**src/isl_pkg.sv**
```systemverilog
`timescale 1ns / 1ps

package isl_pkg;

   // List geometry.
   localparam int DEPTH      = 16;
   localparam int ELEM_WIDTH = 32;
   localparam int ADDR_W     = $clog2(DEPTH);
   localparam int CNT_W      = $clog2(DEPTH + 1);

   // Fixed field widths of the two channels.
   localparam int OP_W    = 3;
   localparam int POS_W   = 5;
   localparam int VALUE_W = 32;
   localparam int STAT_W  = 2;
   localparam int TOTAL_W = 5;

   // Width that holds a position or a count plus one without overflow.
   localparam int CMP_W = ((POS_W > CNT_W) ? POS_W : CNT_W) + 1;

   // Operation codes.
   localparam logic [OP_W-1:0] OP_ADD_FRONT  = 3'd0;
   localparam logic [OP_W-1:0] OP_ADD_REAR   = 3'd1;
   localparam logic [OP_W-1:0] OP_REM_FRONT  = 3'd2;
   localparam logic [OP_W-1:0] OP_REM_REAR   = 3'd3;
   localparam logic [OP_W-1:0] OP_REM_AT     = 3'd4;
   localparam logic [OP_W-1:0] OP_INS_BEFORE = 3'd5;

   // Status codes.
   localparam logic [STAT_W-1:0] ST_OK    = 2'd0;
   localparam logic [STAT_W-1:0] ST_UNDER = 2'd1;
   localparam logic [STAT_W-1:0] ST_INDEX = 2'd2;
   localparam logic [STAT_W-1:0] ST_FULL  = 2'd3;

   typedef struct packed {
      logic [OP_W-1:0]           operation;
      logic [POS_W-1:0]          position;
      logic signed [VALUE_W-1:0] new_value;
   } req_payload_type;

   typedef struct packed {
      logic signed [VALUE_W-1:0] removed_value;
      logic [STAT_W-1:0]         status;
      logic [TOTAL_W-1:0]        entry_total;
      logic                      list_empty;
   } rsp_payload_type;

   // Handshake between the sequencer and the top level.
   typedef struct packed {
      logic busy;
      logic done;
   } seq_status_type;

endpackage

```
**src/isl_ram.sv**
```systemverilog
`timescale 1ns / 1ps

module isl_ram #(
   parameter int WIDTH = 32,
   parameter int DEPTH = 16
) (
   input  logic                     clock,
   input  logic                     wr_en,
   input  logic [$clog2(DEPTH)-1:0] wr_addr,
   input  logic [WIDTH-1:0]         wr_data,
   input  logic                     rd_en,
   input  logic [$clog2(DEPTH)-1:0] rd_addr,
   output logic [WIDTH-1:0]         rd_data
);

   logic [WIDTH-1:0] mem_ff [DEPTH];
   logic [WIDTH-1:0] rd_data_ff;

   // One write port and one registered read port.
   always_ff @(posedge clock) begin
      if (wr_en) begin
         mem_ff[wr_addr] <= wr_data;
      end
      if (rd_en) begin
         rd_data_ff <= mem_ff[rd_addr];
      end
   end

   assign rd_data = rd_data_ff;

endmodule

```
**src/isl_seq.sv**
```systemverilog
`timescale 1ns / 1ps

module isl_seq (
   input  logic                     clock,
   input  logic                     reset,
   input  logic                     start,
   input  isl_pkg::req_payload_type req,
   input  logic                     out_ready,
   output isl_pkg::seq_status_type  seq_status,
   output isl_pkg::rsp_payload_type result
);
   import isl_pkg::*;

   typedef enum logic [2:0] {
      S_IDLE,
      S_TAKE_RD,
      S_TAKE_CAP,
      S_SHIFT_RD,
      S_SHIFT_WR,
      S_PUT,
      S_DONE
   } state_type;

   typedef enum logic [1:0] {
      K_NONE,
      K_INSERT,
      K_REMOVE
   } kind_type;

   state_type             state_ff;
   logic                  insert_ff;
   logic [CNT_W-1:0]      cur_ff;
   logic [CNT_W-1:0]      slot_ff;
   logic [CNT_W-1:0]      count_ff;
   logic [ELEM_WIDTH-1:0] val_ff;
   logic [ELEM_WIDTH-1:0] removed_ff;
   logic [STAT_W-1:0]     status_ff;

   kind_type          dec_kind;
   logic [CNT_W-1:0]  dec_slot;
   logic [STAT_W-1:0] dec_status;
   logic [CMP_W-1:0]  pos_x;
   logic [CMP_W-1:0]  cnt_x;

   logic                  ram_wr_en;
   logic [ADDR_W-1:0]     ram_wr_addr;
   logic [ELEM_WIDTH-1:0] ram_wr_data;
   logic                  ram_rd_en;
   logic [ADDR_W-1:0]     ram_rd_addr;
   logic [ELEM_WIDTH-1:0] ram_rd_data;
   logic [CNT_W-1:0]      cur_dn;
   logic [CNT_W-1:0]      cur_up;

   // Decide the operation's outcome from the current count.
   always_comb begin
      pos_x      = CMP_W'(req.position);
      cnt_x      = CMP_W'(count_ff);
      dec_kind   = K_NONE;
      dec_slot   = '0;
      dec_status = ST_OK;
      case (req.operation)
         OP_ADD_FRONT, OP_ADD_REAR: begin
            if (cnt_x >= CMP_W'(DEPTH)) begin
               dec_status = ST_FULL;
            end else begin
               dec_kind = K_INSERT;
               dec_slot = (req.operation == OP_ADD_FRONT) ? '0 : count_ff;
            end
         end
         OP_REM_FRONT, OP_REM_REAR: begin
            if (count_ff == '0) begin
               dec_status = ST_UNDER;
            end else begin
               dec_kind = K_REMOVE;
               dec_slot = (req.operation == OP_REM_FRONT) ? '0 : count_ff - 1'b1;
            end
         end
         OP_REM_AT: begin
            if (pos_x == '0 || pos_x > cnt_x) begin
               dec_status = ST_INDEX;
            end else begin
               dec_kind = K_REMOVE;
               dec_slot = CNT_W'(pos_x - 1'b1);
            end
         end
         OP_INS_BEFORE: begin
            if (pos_x == '0 || pos_x > cnt_x + 1'b1) begin
               dec_status = ST_INDEX;
            end else if (count_ff == '0) begin
               dec_status = ST_UNDER;
            end else if (cnt_x >= CMP_W'(DEPTH)) begin
               dec_status = ST_FULL;
            end else begin
               dec_kind = K_INSERT;
               dec_slot = CNT_W'(pos_x - 1'b1);
            end
         end
         default: begin
            dec_kind = K_NONE;
         end
      endcase
   end

   assign cur_dn = cur_ff - 1'b1;
   assign cur_up = cur_ff + 1'b1;

   // Memory port control: one read or one write per step.
   always_comb begin
      ram_wr_en   = (state_ff == S_SHIFT_WR) || (state_ff == S_PUT);
      ram_wr_addr = (state_ff == S_PUT) ? slot_ff[ADDR_W-1:0] : cur_ff[ADDR_W-1:0];
      ram_wr_data = (state_ff == S_PUT) ? val_ff : ram_rd_data;
      ram_rd_en   = (state_ff == S_TAKE_RD) || (state_ff == S_SHIFT_RD);
      if (state_ff == S_TAKE_RD) begin
         ram_rd_addr = slot_ff[ADDR_W-1:0];
      end else if (insert_ff) begin
         ram_rd_addr = cur_dn[ADDR_W-1:0];
      end else begin
         ram_rd_addr = cur_up[ADDR_W-1:0];
      end
   end

   isl_ram #(
      .WIDTH (ELEM_WIDTH),
      .DEPTH (DEPTH)
   ) u_ram (
      .clock   (clock),
      .wr_en   (ram_wr_en),
      .wr_addr (ram_wr_addr),
      .wr_data (ram_wr_data),
      .rd_en   (ram_rd_en),
      .rd_addr (ram_rd_addr),
      .rd_data (ram_rd_data)
   );

   // Sequencer: take, shift entries one at a time, then place or report.
   always_ff @(posedge clock) begin
      if (reset) begin
         state_ff <= S_IDLE;
         count_ff <= '0;
      end else begin
         case (state_ff)
            S_IDLE: begin
               if (start) begin
                  slot_ff    <= dec_slot;
                  val_ff     <= ELEM_WIDTH'($unsigned(req.new_value));
                  removed_ff <= '0;
                  status_ff  <= dec_status;
                  case (dec_kind)
                     K_INSERT: begin
                        insert_ff <= 1'b1;
                        cur_ff    <= count_ff;
                        count_ff  <= count_ff + 1'b1;
                        state_ff  <= (count_ff > dec_slot) ? S_SHIFT_RD : S_PUT;
                     end
                     K_REMOVE: begin
                        insert_ff <= 1'b0;
                        cur_ff    <= dec_slot;
                        count_ff  <= count_ff - 1'b1;
                        state_ff  <= S_TAKE_RD;
                     end
                     default: begin
                        state_ff <= S_DONE;
                     end
                  endcase
               end
            end
            S_TAKE_RD: begin
               state_ff <= S_TAKE_CAP;
            end
            S_TAKE_CAP: begin
               removed_ff <= ram_rd_data;
               state_ff   <= (cur_ff < count_ff) ? S_SHIFT_RD : S_DONE;
            end
            S_SHIFT_RD: begin
               state_ff <= S_SHIFT_WR;
            end
            S_SHIFT_WR: begin
               if (insert_ff) begin
                  cur_ff   <= cur_dn;
                  state_ff <= (cur_dn > slot_ff) ? S_SHIFT_RD : S_PUT;
               end else begin
                  cur_ff   <= cur_up;
                  state_ff <= (cur_up < count_ff) ? S_SHIFT_RD : S_DONE;
               end
            end
            S_PUT: begin
               state_ff <= S_DONE;
            end
            S_DONE: begin
               if (out_ready) begin
                  state_ff <= S_IDLE;
               end
            end
            default: begin
               state_ff <= S_IDLE;
            end
         endcase
      end
   end

   assign seq_status.busy = (state_ff != S_IDLE);
   assign seq_status.done = (state_ff == S_DONE) && out_ready;

   assign result.removed_value = VALUE_W'(removed_ff);
   assign result.status        = status_ff;
   assign result.entry_total   = TOTAL_W'(count_ff);
   assign result.list_empty    = (count_ff == '0);

endmodule

```
**src/indexed_sequence_list.sv**
```systemverilog
`timescale 1ns / 1ps
// A failed or no-op beat goes to rsp_valid via the done state and the output register.
// Inserts move entries from the slot upward, then write; removals read, then shift down.
// Throughput: one beat at a time, bounded by the shift loop over the entry RAM, which
// reads and then writes each moved entry. A new beat may enter while a result waits.
// Reset clears the entry count and control state; the entry RAM is not cleared.
module indexed_sequence_list (
   input  logic                     clock,
   input  logic                     reset,
   input  logic                     req_valid,
   output logic                     req_stall,
   input  isl_pkg::req_payload_type req_payload,
   output logic                     rsp_valid,
   input  logic                     rsp_stall,
   output isl_pkg::rsp_payload_type rsp_payload
);
   import isl_pkg::*;

   seq_status_type  seq_status;
   rsp_payload_type seq_result;
   logic            out_ready;
   logic            req_accept;
   logic            rsp_valid_ff;
   rsp_payload_type rsp_payload_ff;

   assign out_ready  = !rsp_valid_ff || !rsp_stall;
   assign req_stall  = seq_status.busy;
   assign req_accept = req_valid && !req_stall;

   isl_seq u_seq (
      .clock      (clock),
      .reset      (reset),
      .start      (req_accept),
      .req        (req_payload),
      .out_ready  (out_ready),
      .seq_status (seq_status),
      .result     (seq_result)
   );

   // Output register holds one finished beat until the consumer takes it.
   always_ff @(posedge clock) begin
      if (reset) begin
         rsp_valid_ff <= 1'b0;
      end else if (seq_status.done) begin
         rsp_valid_ff   <= 1'b1;
         rsp_payload_ff <= seq_result;
      end else if (!rsp_stall) begin
         rsp_valid_ff <= 1'b0;
      end
   end

   assign rsp_valid   = rsp_valid_ff;
   assign rsp_payload = rsp_payload_ff;

   // The sequencer stays busy in the cycle after it takes a beat.
   assert property (@(posedge clock) disable iff (reset)
      req_accept |=> req_stall)
      else $error("sequencer not busy after accepting a beat");

   // A result is never produced onto an output that is still held.
   assert property (@(posedge clock) disable iff (reset)
      seq_status.done |-> (!rsp_valid_ff || !rsp_stall))
      else $error("result overwrote a stalled beat");

   // Errors never report a removed value.
   assert property (@(posedge clock) disable iff (reset)
      (rsp_valid && rsp_payload.status != ST_OK) |-> (rsp_payload.removed_value == '0))
      else $error("failed operation returned a value");

   // Empty flag and count agree, and the count stays within the bound.
   assert property (@(posedge clock) disable iff (reset)
      rsp_valid |-> ((rsp_payload.list_empty == (rsp_payload.entry_total == '0))
                     && (rsp_payload.entry_total <= TOTAL_W'(DEPTH))))
      else $error("inconsistent entry count in result");

endmodule
```
**config.mk**
```make
export PLATFORM = sky130hd
export DESIGN_NAME = indexed_sequence_list
export DESIGN_NICKNAME = d
export VERILOG_FILES = /design/src/isl_pkg.sv /design/src/isl_ram.sv /design/src/isl_seq.sv /design/src/indexed_sequence_list.sv
export SDC_FILE = /design/constraint.sdc
export NUM_CORES = 1
export LEC_CHECK = 0
export ABC_AREA = 1
export BUFFER_PORTS_ARGS = -buffer_cell sky130_fd_sc_hd__buf_2
export CORE_MARGIN = 3
export CORE_UTILIZATION = 24
export CTS_CLUSTER_DIAMETER = 100
export DETAILED_ROUTE_END_ITERATION = 12
export SLEW_MARGIN = 20
export SYNTH_ARGS = -nofsm -noshare
export SYNTH_HDL_FRONTEND = slang
export SYNTH_SLANG_ARGS = --single-unit
```
**constraint.sdc**
```tcl
create_clock -name clock -period 4.5 [get_ports clock]
set_input_delay 0.225 -clock clock [delete_from_list [all_inputs] [get_ports clock]]
set_output_delay 0.225 -clock clock [all_outputs]
set_load 0.03 [all_outputs]
```
==> results.tsv, run 1 <==
metric	value	unit
place_area	30370	µm²
finalNetCount	2479	
p_seq_share	41.1	%
path_class	register to register	
h-tree-depth	3	
hold_viol	0	
routabilityCongestion	0.8366	
dieArea	120500	µm²
r2r_setup_slack	0.78	ns
cts_tree	done	
hold_depth	2	
grt_pass1_vias	17148	
avgSynthCellArea	12.21	µm²
cp.arrival	3.95	ns
rsz0062_at_grt	false	
syn_area	27920	µm²
grt_usage	11.61	%
vdd_drop_max	0.0006409	V
p_leak	11.71	nW
synth-edff-count	661	
power_density	605.4	nW/µm²
wl	70.90	mm
critPathSlowestCell	a211oi_1	
numCtsBuffers	66	
slew_headroom	25.09	%
core-area	115000	µm²
path_clk_slew	0.06	ns
synth_nets	2366	
status	complete, no violations	
cp.required	4.72	ns
grt_pass1_wl	107.4	mm
cap_violations	0	
vias	17397	
clkSinkCount	670	
worstMarginPinSlew	1.124	ns
cp-start-kind	register	
finalCritPeriodShare	82.72	%
antenna_left	0	
dr.pass1.iters	5	
yosys_warnings	0	
setup_viol	0	
antenna_found_initial	0	
diodes	0	
dp_hpwl	39.43	mm
initial_core_util	24.29	%
cp_top_family	adder cells	
io_pins	86	
min_period	3.722	ns
slew_viol_final	0	
yosysUniqueCellTypes	31	
grt_remaining_overflow	0	
die_y	347.1	µm
worstPathMaxFanout	9	
cts-root-buf	clkbuf_16	
rows	124	
n_fill_cell	11567	
syn_to_final_growth	18.00	%
dieWidth	347.1	µm
final_cell_mix	661 x edfxtp_1, 305 x nand2_1, 263 x nor2_1	
drcViolationCount	0	
synthArstFlopShare	0	%
final_common_cell	edfxtp_1	
worstPathCellList	inv_1 -> ha_1 -> inv_1 -> ha_1 -> inv_1 -> nor2_1 -> o21ai_0 -> nand2_1 -> nand2_1 -> nand2_1 -> nor2_1 -> nand2_1 -> nand2_1 -> ha_1 -> inv_1 -> o21ai_0 -> a211oi_1	
p_sw	0.007002	W
p_int	0.01294	W
worstRegToRegCells	17	
clkPwrFrac	28.0	%
crit_top_cell	nand2_1	
drt-vias-per-instance	4.391	
end_kind	register	
fmax	268.7	MHz
stdcell_area	32950	µm²
finalClockSkew	0.02726	ns
initialDrtViolationCount	1506	
regArea	20030	µm²
synth_seq_area_share	71.74	%
wl_per_cell	17.90	µm
synth_seq_cells	670	
io_buffers	85	
min_path_type	input port to register	
multi_input_area	6555	µm²
hold_path_startpoint	reset	
min_to	u_seq.state_ff[0]	
r2r_end	u_seq.cur_ff[2]	
cp.buffers_inverters	4	
synth-main-ff-cell	edfxtp_1	
synthCells	2287	
slowest_delay	0.63	ns
tns	0	ns
cts_max_path_buffers	3	
grt_max_degree	91	
drive_above_1_share	12.04	%
clkLatencyLatePin	0.62	ns
pwr-share-comb	30.9	%
rr_startpoint	u_seq.count_ff[0]	
swShare	35.10	%
power groups by stage:
stage          Combinational, W  Clock [W]  Sequential, W
2_1_floorplan           0.00424          0        0.00830
3_3_place_gp            0.00608          0        0.00833
3_5_place_dp            0.00615          0        0.00834
4_1_cts                 0.00619    0.00569        0.00820
5_1_grt                 0.00690    0.00593        0.00824
6_report                0.00617    0.00558        0.00820
cell usage after synthesis (3+ instances only):
cell type / instances / area [µm²]
edfxtp_1: 661 / 19850
clkbuf_1: 35 / 131.4
inv_1: 262 / 983.4
xor2_1: 8 / 70.07
nand2_1: 308 / 1156
nor3_1: 3 / 15.01
buf_6: 4 / 45.04
or2_2: 9 / 56.30
nand3_1: 191 / 955.9
nand4_1: 15 / 93.84
ha_1: 35 / 437.9
nor2_1: 281 / 1055
a21oi_1: 56 / 280.3
o21ai_1: 24 / 120.1
inv_2: 3 / 11.26
buf_2: 57 / 285.3
buf_4: 17 / 127.6
dfxtp_1: 9 / 180.2
o211ai_1: 192 / 1441
xnor2_1: 5 / 43.79
o21ai_0: 91 / 455.4
clkinv_1: 4 / 15.01
buf_1: 6 / 22.52
registers in the layout, summed over array words and instances (netlist names), 5 cells and up:
register,cells
u_seq.u_ram.rd_data,32
rsp_payload,40
u_seq.slot_ff,5
u_seq.removed_ff,32
u_seq.u_ram.mem_ff,512
u_seq.cur_ff,5
u_seq.count_ff,5
u_seq.val_ff,32
worst reg2reg max path: stages, from the launching register on:
cell and delay (ns):
dfxtp_1 0.46, inv_1 0.22, ha_1 0.35, inv_1 0.07, ha_1 0.28, inv_1 0.06
nor2_1 0.03, o21ai_0 0.14, nand2_1 0.07, nand2_1 0.10, nand2_1 0.11, nor2_1 0.23
nand2_1 0.08, nand2_1 0.09, ha_1 0.25, inv_1 0.09, o21ai_0 0.10, a211oi_1 0.63
stage by stage:
stage                     hold slack [ns]  worst slack [ns]  utilization, %  power (W)  cells
after floorplan                    0.3239            0.4423               -    0.01253   2287
after global placement             0.4019            0.8799           26.41    0.01441   3811
after detailed placement           0.4031            0.8153           26.42    0.01448   3811
after CTS                         0.01303            0.8045           28.58    0.02008   3962
after global routing              0.05413            0.4394           28.66    0.02107   3962
final                             0.04780            0.7778           28.66    0.01995   3962
worst max-delay path by stage:
stage / cells after the start / to / slack, ns / from
5_1_grt: 17 / u_seq.cur_ff[4] / 0.44 / u_seq.count_ff[0]
6_report: 17 / u_seq.cur_ff[2] / 0.78 / u_seq.count_ff[0]
2_1_floorplan: 4 / rsp_payload[0] / 0.44 / u_seq.state_ff[2]
3_3_place_gp: 17 / u_seq.cur_ff[0] / 0.88 / u_seq.count_ff[0]
3_5_place_dp: 17 / u_seq.cur_ff[2] / 0.82 / u_seq.count_ff[0]
4_1_cts: 17 / u_seq.cur_ff[2] / 0.80 / u_seq.count_ff[0]
layer usage:
metal | share of wire [%] | global-route usage, % | vias to the layer above
met5 | 0 | 0 | -
met4 | 2.7 | 3.892 | 0
met3 | 4.8 | 1.708 | 111
met2 | 50 | 20.55 | 457
met1 | 42 | 14.47 | 8539
li1 | - | - | 8290
timing repair:
item | in CTS | in global routing
hold endpoints to repair | 33 | 0
hold buffers | 33 | 0
resized for setup | 0 | 0
setup buffers | 0 | 0
kinds of logic (layout without fill, tap and decap cells):
kind of cell	count (synthesis)	after routing	synth area share, %
buf+inv	389	552	5.826
compound gates	371	371	8.447
xor+xnor	13	13	0.4078
flops	670	670	71.74
simple gates	809	809	12.01
fa+ha+maj	35	35	1.568
area by class of cell:
cell class / count / area share, %
repair buffers: 165 / 3.935
flip-flops and latches: 670 / 60.80
inverters: 269 / 3.080
multi-input cells: 1228 / 19.90
well taps: 1512 / 5.742
clock inverters: 44 / 1.447
clock buffers: 74 / 5.104
(Power assumes the default switching activity.)
==> run 2, diff against run 1 <==
clock period = 3.04 ns   (was 4.5 ns; I/O delays follow)
==> results.tsv, run 2 (synthesis gave the netlist of run 1 again) <==
metric	value	unit	change
numCtsBuffers	59		-11%
worstPathCellList	ha_4 -> nand3_1 -> xor2_1 -> inv_1 -> ha_4 -> inv_1 -> nor2_2 -> a21oi_1 -> nand2_2 -> nand2_2 -> nor2_4 -> nand2_2 -> nand3_2 -> inv_1 -> ha_4 -> nand2_2 -> nor2_4 -> nand2_1 -> nand3_2 -> nand2_2 -> a21oi_2 -> nand3_1 -> nand2_1 -> a21oi_1		
finalClockSkew	0.04302	ns	+0.01576 ns
cts_max_path_buffers	3		unchanged
slowest_delay	0.37	ns	-0.26 ns
final_common_cell	edfxtp_1		
p_leak	11.98	nW	+2.3%
cp.arrival	3.40	ns	-0.55 ns
end_kind	register		
clkLatencyLatePin	0.66	ns	+0.04 ns
hold_depth	4		+2
grt_remaining_overflow	0		unchanged
p_sw	0.01044	W	+49%
vias	17458		+0.35%
cp_top_family	simple AND/OR/NAND/NOR gates		
dp.cells	3865		+1.4%
rsz0062_at_grt	true		
worstRegToRegCells	24		+7
wl	70.11	mm	-1.1%
h-tree-depth	2		-1
core-area	115000	µm²	unchanged
dp_hpwl	39.52	mm	+0.23%
vdd_drop_max	0.0005583	V	-13%
min_to	u_seq.status_ff[1]		
pwr-share-comb	33.9	%	+3.0 points
hold_slack	0.08512	ns	+0.03732 ns
setup_viol	0		unchanged
status	complete, no violations		
drcViolationCount	0		unchanged
min_path_type	input port to register		
min_period	2.901	ns	-0.8217 ns
finalCritPeriodShare	95.41	%	+13 points
crit_top_cell	nand2_2		
io_pins	86		unchanged
dieArea	120500	µm²	unchanged
dieWidth	347.1	µm	unchanged
critPathSlowestCell	dfxtp_4		
cp-start-kind	register		
grt_max_degree	66		-27%
dr.pass1.iters	7		+2
final_cell_mix	661 x edfxtp_1, 297 x nand2_1, 260 x nor2_1		
grt_pass1_wl	106.2	mm	-1.1%
worstMarginPinSlew	1.114	ns	-0.009745 ns
drt-vias-per-instance	4.351		-0.90%
r2r_end	u_seq.state_ff[2]		
slew_viol_final	0		unchanged
routabilityCongestion	0.8621		+3.0%
r2r_setup_slack	0.14	ns	-0.64 ns
initialDrtViolationCount	1624		+7.8%
diodes	0		unchanged
cts_tree	done		
p_seq_share	40.9	%	-0.2 points
io_buffers	85		unchanged
cp.buffers_inverters	3		-1
rr_startpoint	u_seq.count_ff[0]		
clkSinkCount	670		unchanged
rows	124		unchanged
path_clk_slew	0.07	ns	about the same
antenna_found_initial	0		unchanged
grt_pass1_vias	17214		+0.38%
tns	0	ns	unchanged
wl_per_cell	17.48	µm	-2.3%
initial_core_util	24.29	%	unchanged
die_y	347.1	µm	unchanged
path_class	register to register		
instances_no_fill	4012		+1.3%
cts-root-buf	clkbuf_16		
fmax	344.8	MHz	+28%
hold_viol	0		unchanged
worstPathMaxFanout	4		-5
power_density	879.5	nW/µm²	+45%
drive_above_1_share	14.60	%	+2.6 points
grt_usage	11.37	%	-0.24 points
cp.required	3.54	ns	-1.18 ns
hold_path_startpoint	req_payload[38]		
clkPwrFrac	25.1	%	-2.9 points
antenna_left	0		unchanged
cap_violations	0		unchanged
largest_reg_flops	512		unchanged
slew_headroom	25.74	%	+0.65 points
syn_to_final_growth	20.30	%	
max_flop_register	u_seq.u_ram.mem_ff		
p_int	0.01910	W	+48%
swShare	35.34	%	+0.24 points
reg_top3	u_seq.u_ram.mem_ff (512), rsp_payload (40)		
finalNetCount	2532		+2.1%
## run 2: worst max-delay path by stage
stage | startpoint | end | slack, ns | cells after the start
after floorplan | u_seq.state_ff[0] | u_seq.u_ram.mem_ff[10][0] | -0.05 | 9
after global placement | u_seq.count_ff[0] | u_seq.state_ff[2] | -0.09 | 25
after detailed placement | u_seq.count_ff[0] | u_seq.state_ff[2] | -0.15 | 24
after CTS | u_seq.count_ff[0] | u_seq.state_ff[2] | 0.002 | 24
after global routing | u_seq.count_ff[1] | u_seq.state_ff[2] | -0.04 | 24
final | u_seq.count_ff[0] | u_seq.state_ff[2] | 0.14 | 24
## run 2: area by class of cell
class | instances | area, µm²
fill | 11518 | 81380
timing repair buffer | 225 | 2024
tap | 1512 | 1892
clock inverter | 38 | 386.6
clock buffer | 70 | 1518
sequential | 670 | 20040
inverter | 269 | 1018
multi-input combinational | 1228 | 6711
## run 2: through the flow
stage	cell area, µm²	power (W)	setup WS [ns]	utilization (%)
global placement	31050	0.02202	-0.09236	27.00
floorplan	27940	0.01856	-0.04919	-
CTS	33370	0.02962	0.001667	29.02
finish	33590	0.02954	0.1395	29.22
detailed placement	31050	0.02212	-0.1465	27.01
global route	33590	0.03117	-0.03630	29.22
## run 2: per-layer routing
metal,wire (µm),up-vias,track usage (%)
met2,35790,450,20.53
met3,3376,108,1.601
met4,1758,0,3.395
met5,0,-,0
li1,-,8404,-
met1,29180,8496,14.04
## run 2: worst min-delay path, cell delays in order
cell and delay (ns):
buf_2 0.09, nor2_1 0.07, nand2_1 0.09, nand3_1 0.11
## run 2: power by group through the flow
| stage | combinational (W) | clock [W] | sequential [W] |
|---|---|---|---|
| finish | 0.0100 | 0.00743 | 0.0121 |
| global route | 0.0111 | 0.00794 | 0.0121 |
| floorplan | 0.00629 | 0 | 0.0123 |
| detailed placement | 0.00983 | 0 | 0.0123 |
| CTS | 0.00994 | 0.00758 | 0.0121 |
| global placement | 0.00974 | 0 | 0.0123 |
## run 2: repair_timing
item                                    in CTS  in global routing
hold buffers                                36                  0
pin swaps                                    7                  8
cloned                                       0                  0
setup buffers                                1                  2
hold endpoints to repair                    39                  0
resized for setup                           13                 36
endpoints found under the setup margin       7                 15
